**src/rtl/pse_ram.sv**
```systemverilog
// pse_ram: simple dual port synchronous ram, one write and one read port,
// registered read data; no dependencies
`timescale 1ns / 1ps
`default_nettype none

module pse_ram #(
    parameter int WIDTH  = 32,
    parameter int DEPTH  = 64,
    parameter int ADDR_W = 6
) (
    input  wire logic              clk,
    input  wire logic              we,
    input  wire logic [ADDR_W-1:0] waddr,
    input  wire logic [WIDTH-1:0]  wdata,
    input  wire logic [ADDR_W-1:0] raddr,
    output logic      [WIDTH-1:0]  rdata
);

    logic [WIDTH-1:0] mem [DEPTH];

    // write port
    always_ff @(posedge clk)
    begin
        if (we)
            mem[waddr] <= wdata;
    end

    // read port
    always_ff @(posedge clk)
    begin
        rdata <= mem[raddr];
    end

endmodule

`default_nettype wire
```
**config.mk**
```make
export PLATFORM = sky130hd
export DESIGN_NAME = pse_ram
export DESIGN_NICKNAME = d
export VERILOG_FILES = /design/src/rtl/pse_ram.sv
export SDC_FILE = /design/constraint.sdc
export NUM_CORES = 2
export LEC_CHECK = 0
export BUFFER_PORTS_ARGS = -buffer_cell sky130_fd_sc_hd__buf_2
export CAP_MARGIN = 20
export CORE_MARGIN = 2
export CORE_UTILIZATION = 50
export CTS_CLUSTER_DIAMETER = 30
export DETAILED_ROUTE_END_ITERATION = 16
export GPL_TIMING_DRIVEN = 0
export PLACE_DENSITY = 0.72
export SYNTH_ARGS = -nofsm -noshare
export SYNTH_HDL_FRONTEND = slang
export SYNTH_SLANG_ARGS = --single-unit
```
**constraint.sdc**
```tcl
create_clock -name clk -period 7.9 [get_ports clk]
set_input_delay 0 -clock clk [delete_from_list [all_inputs] [get_ports clk]]
set_output_delay 0 -clock clk [all_outputs]
set_load 0.01 [all_outputs]
```
==> flow_summary_export.csv <==
group,metric,value,unit
cells_and_area,area_delta_synth_final,25.2,%
cts,cts_tree,"built",
critical_path,crit_fanout,11,
detailed_routing,vias,43500,
worst_hold_path,min_path_type,"input pin to flip-flop",
cts,clk_path_buf_depth,4,
placement,gp_congestion,0.893,
sta,holdWs,-0.0212,ns
cts,path_clk_slew,0.05,ns
cells_and_area,post-route-util,0.630,
cts,htree_levels,5,
pwr,power-per-cell-area,308,mW/mm^2
synthesis,syn_inst,3324,
cts,cts_root_buf,"clkbuf_16",
cells_and_area,final_cell_mix,"edfxtp_1 (2048), mux4_2 (544), clkbuf_16 (394)",
pwr,ir_drop,0.260,mV
critical_path,critPathMostFrequentCell,"buf_2",
detailed_routing,wl_per_cell,41.0,um
sta,finalSetupViolations,0,
critical_path,worstSetupEndpointType,"flip-flop",
global_routing,grt_pass1_vias,44100,
critical_path,cp_slowest_cell,"buf_1",
critical_path,setup.worst_path.start,"raddr[1]",
sta,slew_headroom,0.166,
outcome,violations,"hold timing",
sta,fin_crit_sh,0.473,
critical_path,start_kind,"input pin",
global_routing,antenna_found_initial,15,
critical_path,arrival,4.50,ns
detailed_routing,routed_wl,260,mm
global_routing,grt_start_max_net_pins,65,
floorplanning,die-area,0.160,mm^2
synthesis,syn_area,0.0785,mm^2
synthesis,synth_edf_count,2048,
synthesis,syn_area_per_cell,23.6,um^2
synthesis,synth.yosys.seq_area_share,0.791,
sta,clock_skew,0.0718,ns
sta,worst_slack,4.16,ns
placement,dpl_worst_slack,3.77,ns
global_routing,grt_pass1_wl,352,mm
sta,tns,0,ns
floorplanning,rows,145,
synthesis,synth_flop_cell,"edfxtp_1",
worst_hold_path,holdCritStartpoint,"wdata[20]",
floorplanning,die_w,400,um
synthesis,yosysWarnings,0,
synthesis,synth.distinct_cells,34,
detailed_routing,drtIter0Drc,7835,
detailed_routing,drt_pass1_iterations,6,
critical_path,critPathTopFamily,"buffers and inverters",
critical_path,r2r-start,"mem[18][18]",
sta,maxSlewViolCount,0,
cells_and_area,final_common_cell,"edfxtp_1",
placement,port_buffers,69,
critical_path,required,8.67,ns
placement,place_hpwl,153,mm
sta,rsz0062_at_grt,"no",
floorplanning,core_area,0.156,mm^2
detailed_routing,drt.antenna.violating_nets,0,
sta,fin_crit,3.74,ns
cts,ctsResizeCount,0,
sta,worst_pin_slew,1.25,ns
critical_path,worstPathCellList,"buf_2 -> buf_2 -> buf_2 -> buf_1 -> nand3b_1 -> o221ai_1 -> a21oi_1 -> a21oi_1 -> nor2_1",
outcome,outcome,"complete, but fails checks",
critical_path,path_class,"input pin to flip-flop",
floorplanning,die_h,400,um
sta,clock.fmax,268,MHz
critical_path,critical_path.max_stage_delay,0.91,ns
floorplanning,io_pins,78,
placement,place_inst,5571,
cells_and_area,finalNetCount,4011,
cells_and_area,drive_gt1_frac,0.361,
floorplanning,start_util,0.503,
critical_path,critical_path_buf_inv_count,4,
flow_run,drv_cap,0,
global_routing,grt_remaining_overflow,0,
pwr,power.leakage,31.8,nW
synthesis,ys_ff_latch,2080,
cells_and_area,instances_no_fill,6337,
cts,numCtsBuffers,385,
detailed_routing,viasPerCell,6.86,
synthesis,synth-async-reset-ratio,0,
sta,finalHoldViolCount,5,
synthesis,syn_nets,3370,
cts,insertion_delay,0.93,ns
detailed_routing,drc_errors,0,
global_routing,grt_usage,0.323,
cts,clock_sinks,2080,
## path summary, 6_finish.rpt
check             slack [ns]  depth (start not counted)          end
hold reg to reg         0.83                          4     rdata[4]
setup reg to reg        4.99                          4    rdata[18]
setup / recovery        4.16                          9    rdata[19]
hold / removal         -0.02                          2  mem[39][20]
## flip-flops by register name (all words and copies together) (netlist names)
signal and flops:
rdata 32, mem 2048
## kinds of logic (layout without fill, tap and decap cells)
group           Yosys count  in the layout  share of synthesized area
flops                  2080           2080                      0.791
mux                     637            637                      0.168
simple gates            223            223                     0.0127
compound gates          202            202                     0.0167
buf+inv                 182           1131                     0.0113
other cells               0              6                          0
## synth_stat cells, types with 7 or more instances
| cell | count | area [um^2] |
|---|---|---|
| a21oi_1 | 62 | 310 |
| a22oi_1 | 12 | 90.1 |
| a311oi_1 | 8 | 70.1 |
| buf_1 | 21 | 78.8 |
| buf_2 | 57 | 285 |
| buf_4 | 25 | 188 |
| clkbuf_1 | 74 | 278 |
| dfxtp_1 | 32 | 641 |
| edfxtp_1 | 2048 | 61500 |
| mux2i_1 | 93 | 931 |
| mux4_2 | 544 | 12300 |
| nand2_1 | 26 | 97.6 |
| nand2b_1 | 8 | 50.1 |
| nor2_1 | 137 | 514 |
| nor2b_1 | 15 | 93.8 |
| nor3_1 | 7 | 35.0 |
| o221ai_1 | 27 | 236 |
| o22ai_1 | 84 | 526 |
## timing repair
item	in CTS	in global routing
hold buffers	40	0
endpoints found under the hold margin	2103	0
setup buffers	0	0
## area by class of cell
cell class                 count  area [um^2]
multi-input combinational   1062        16000
clock buffer                 433        10000
fill                        9715        57700
tap                         2058         2570
antenna                        6         15.0
sequential                  2080        62100
clock inverter               262         3060
timing repair buffer         254         3640
buffer                       182          888
## routing by layer
layer	global-route usage	share of wire	vias to the layer above
li1	-	-	15700
met1	0.406	0.32	22200
met2	0.480	0.45	4430
met3	0.115	0.16	1047
met4	0.209	0.076	16
met5	0	0.00050	-
## metrics by stage
step,power [mW],cell area [um^2]
floorplan,13.1,78500
global placement,13.7,81400
detailed placement,13.7,84300
CTS,30.2,97800
global route,30.8,98300
finish,30.3,98300
## power breakdown
group / switching (mW) / internal (mW)
logic: 0.910 / 0.470
clock network: 5.79 / 10.9
registers: 0.0264 / 12.2
total: 6.73 / 23.6
Note: power is estimated with default switching activity, not from simulation.
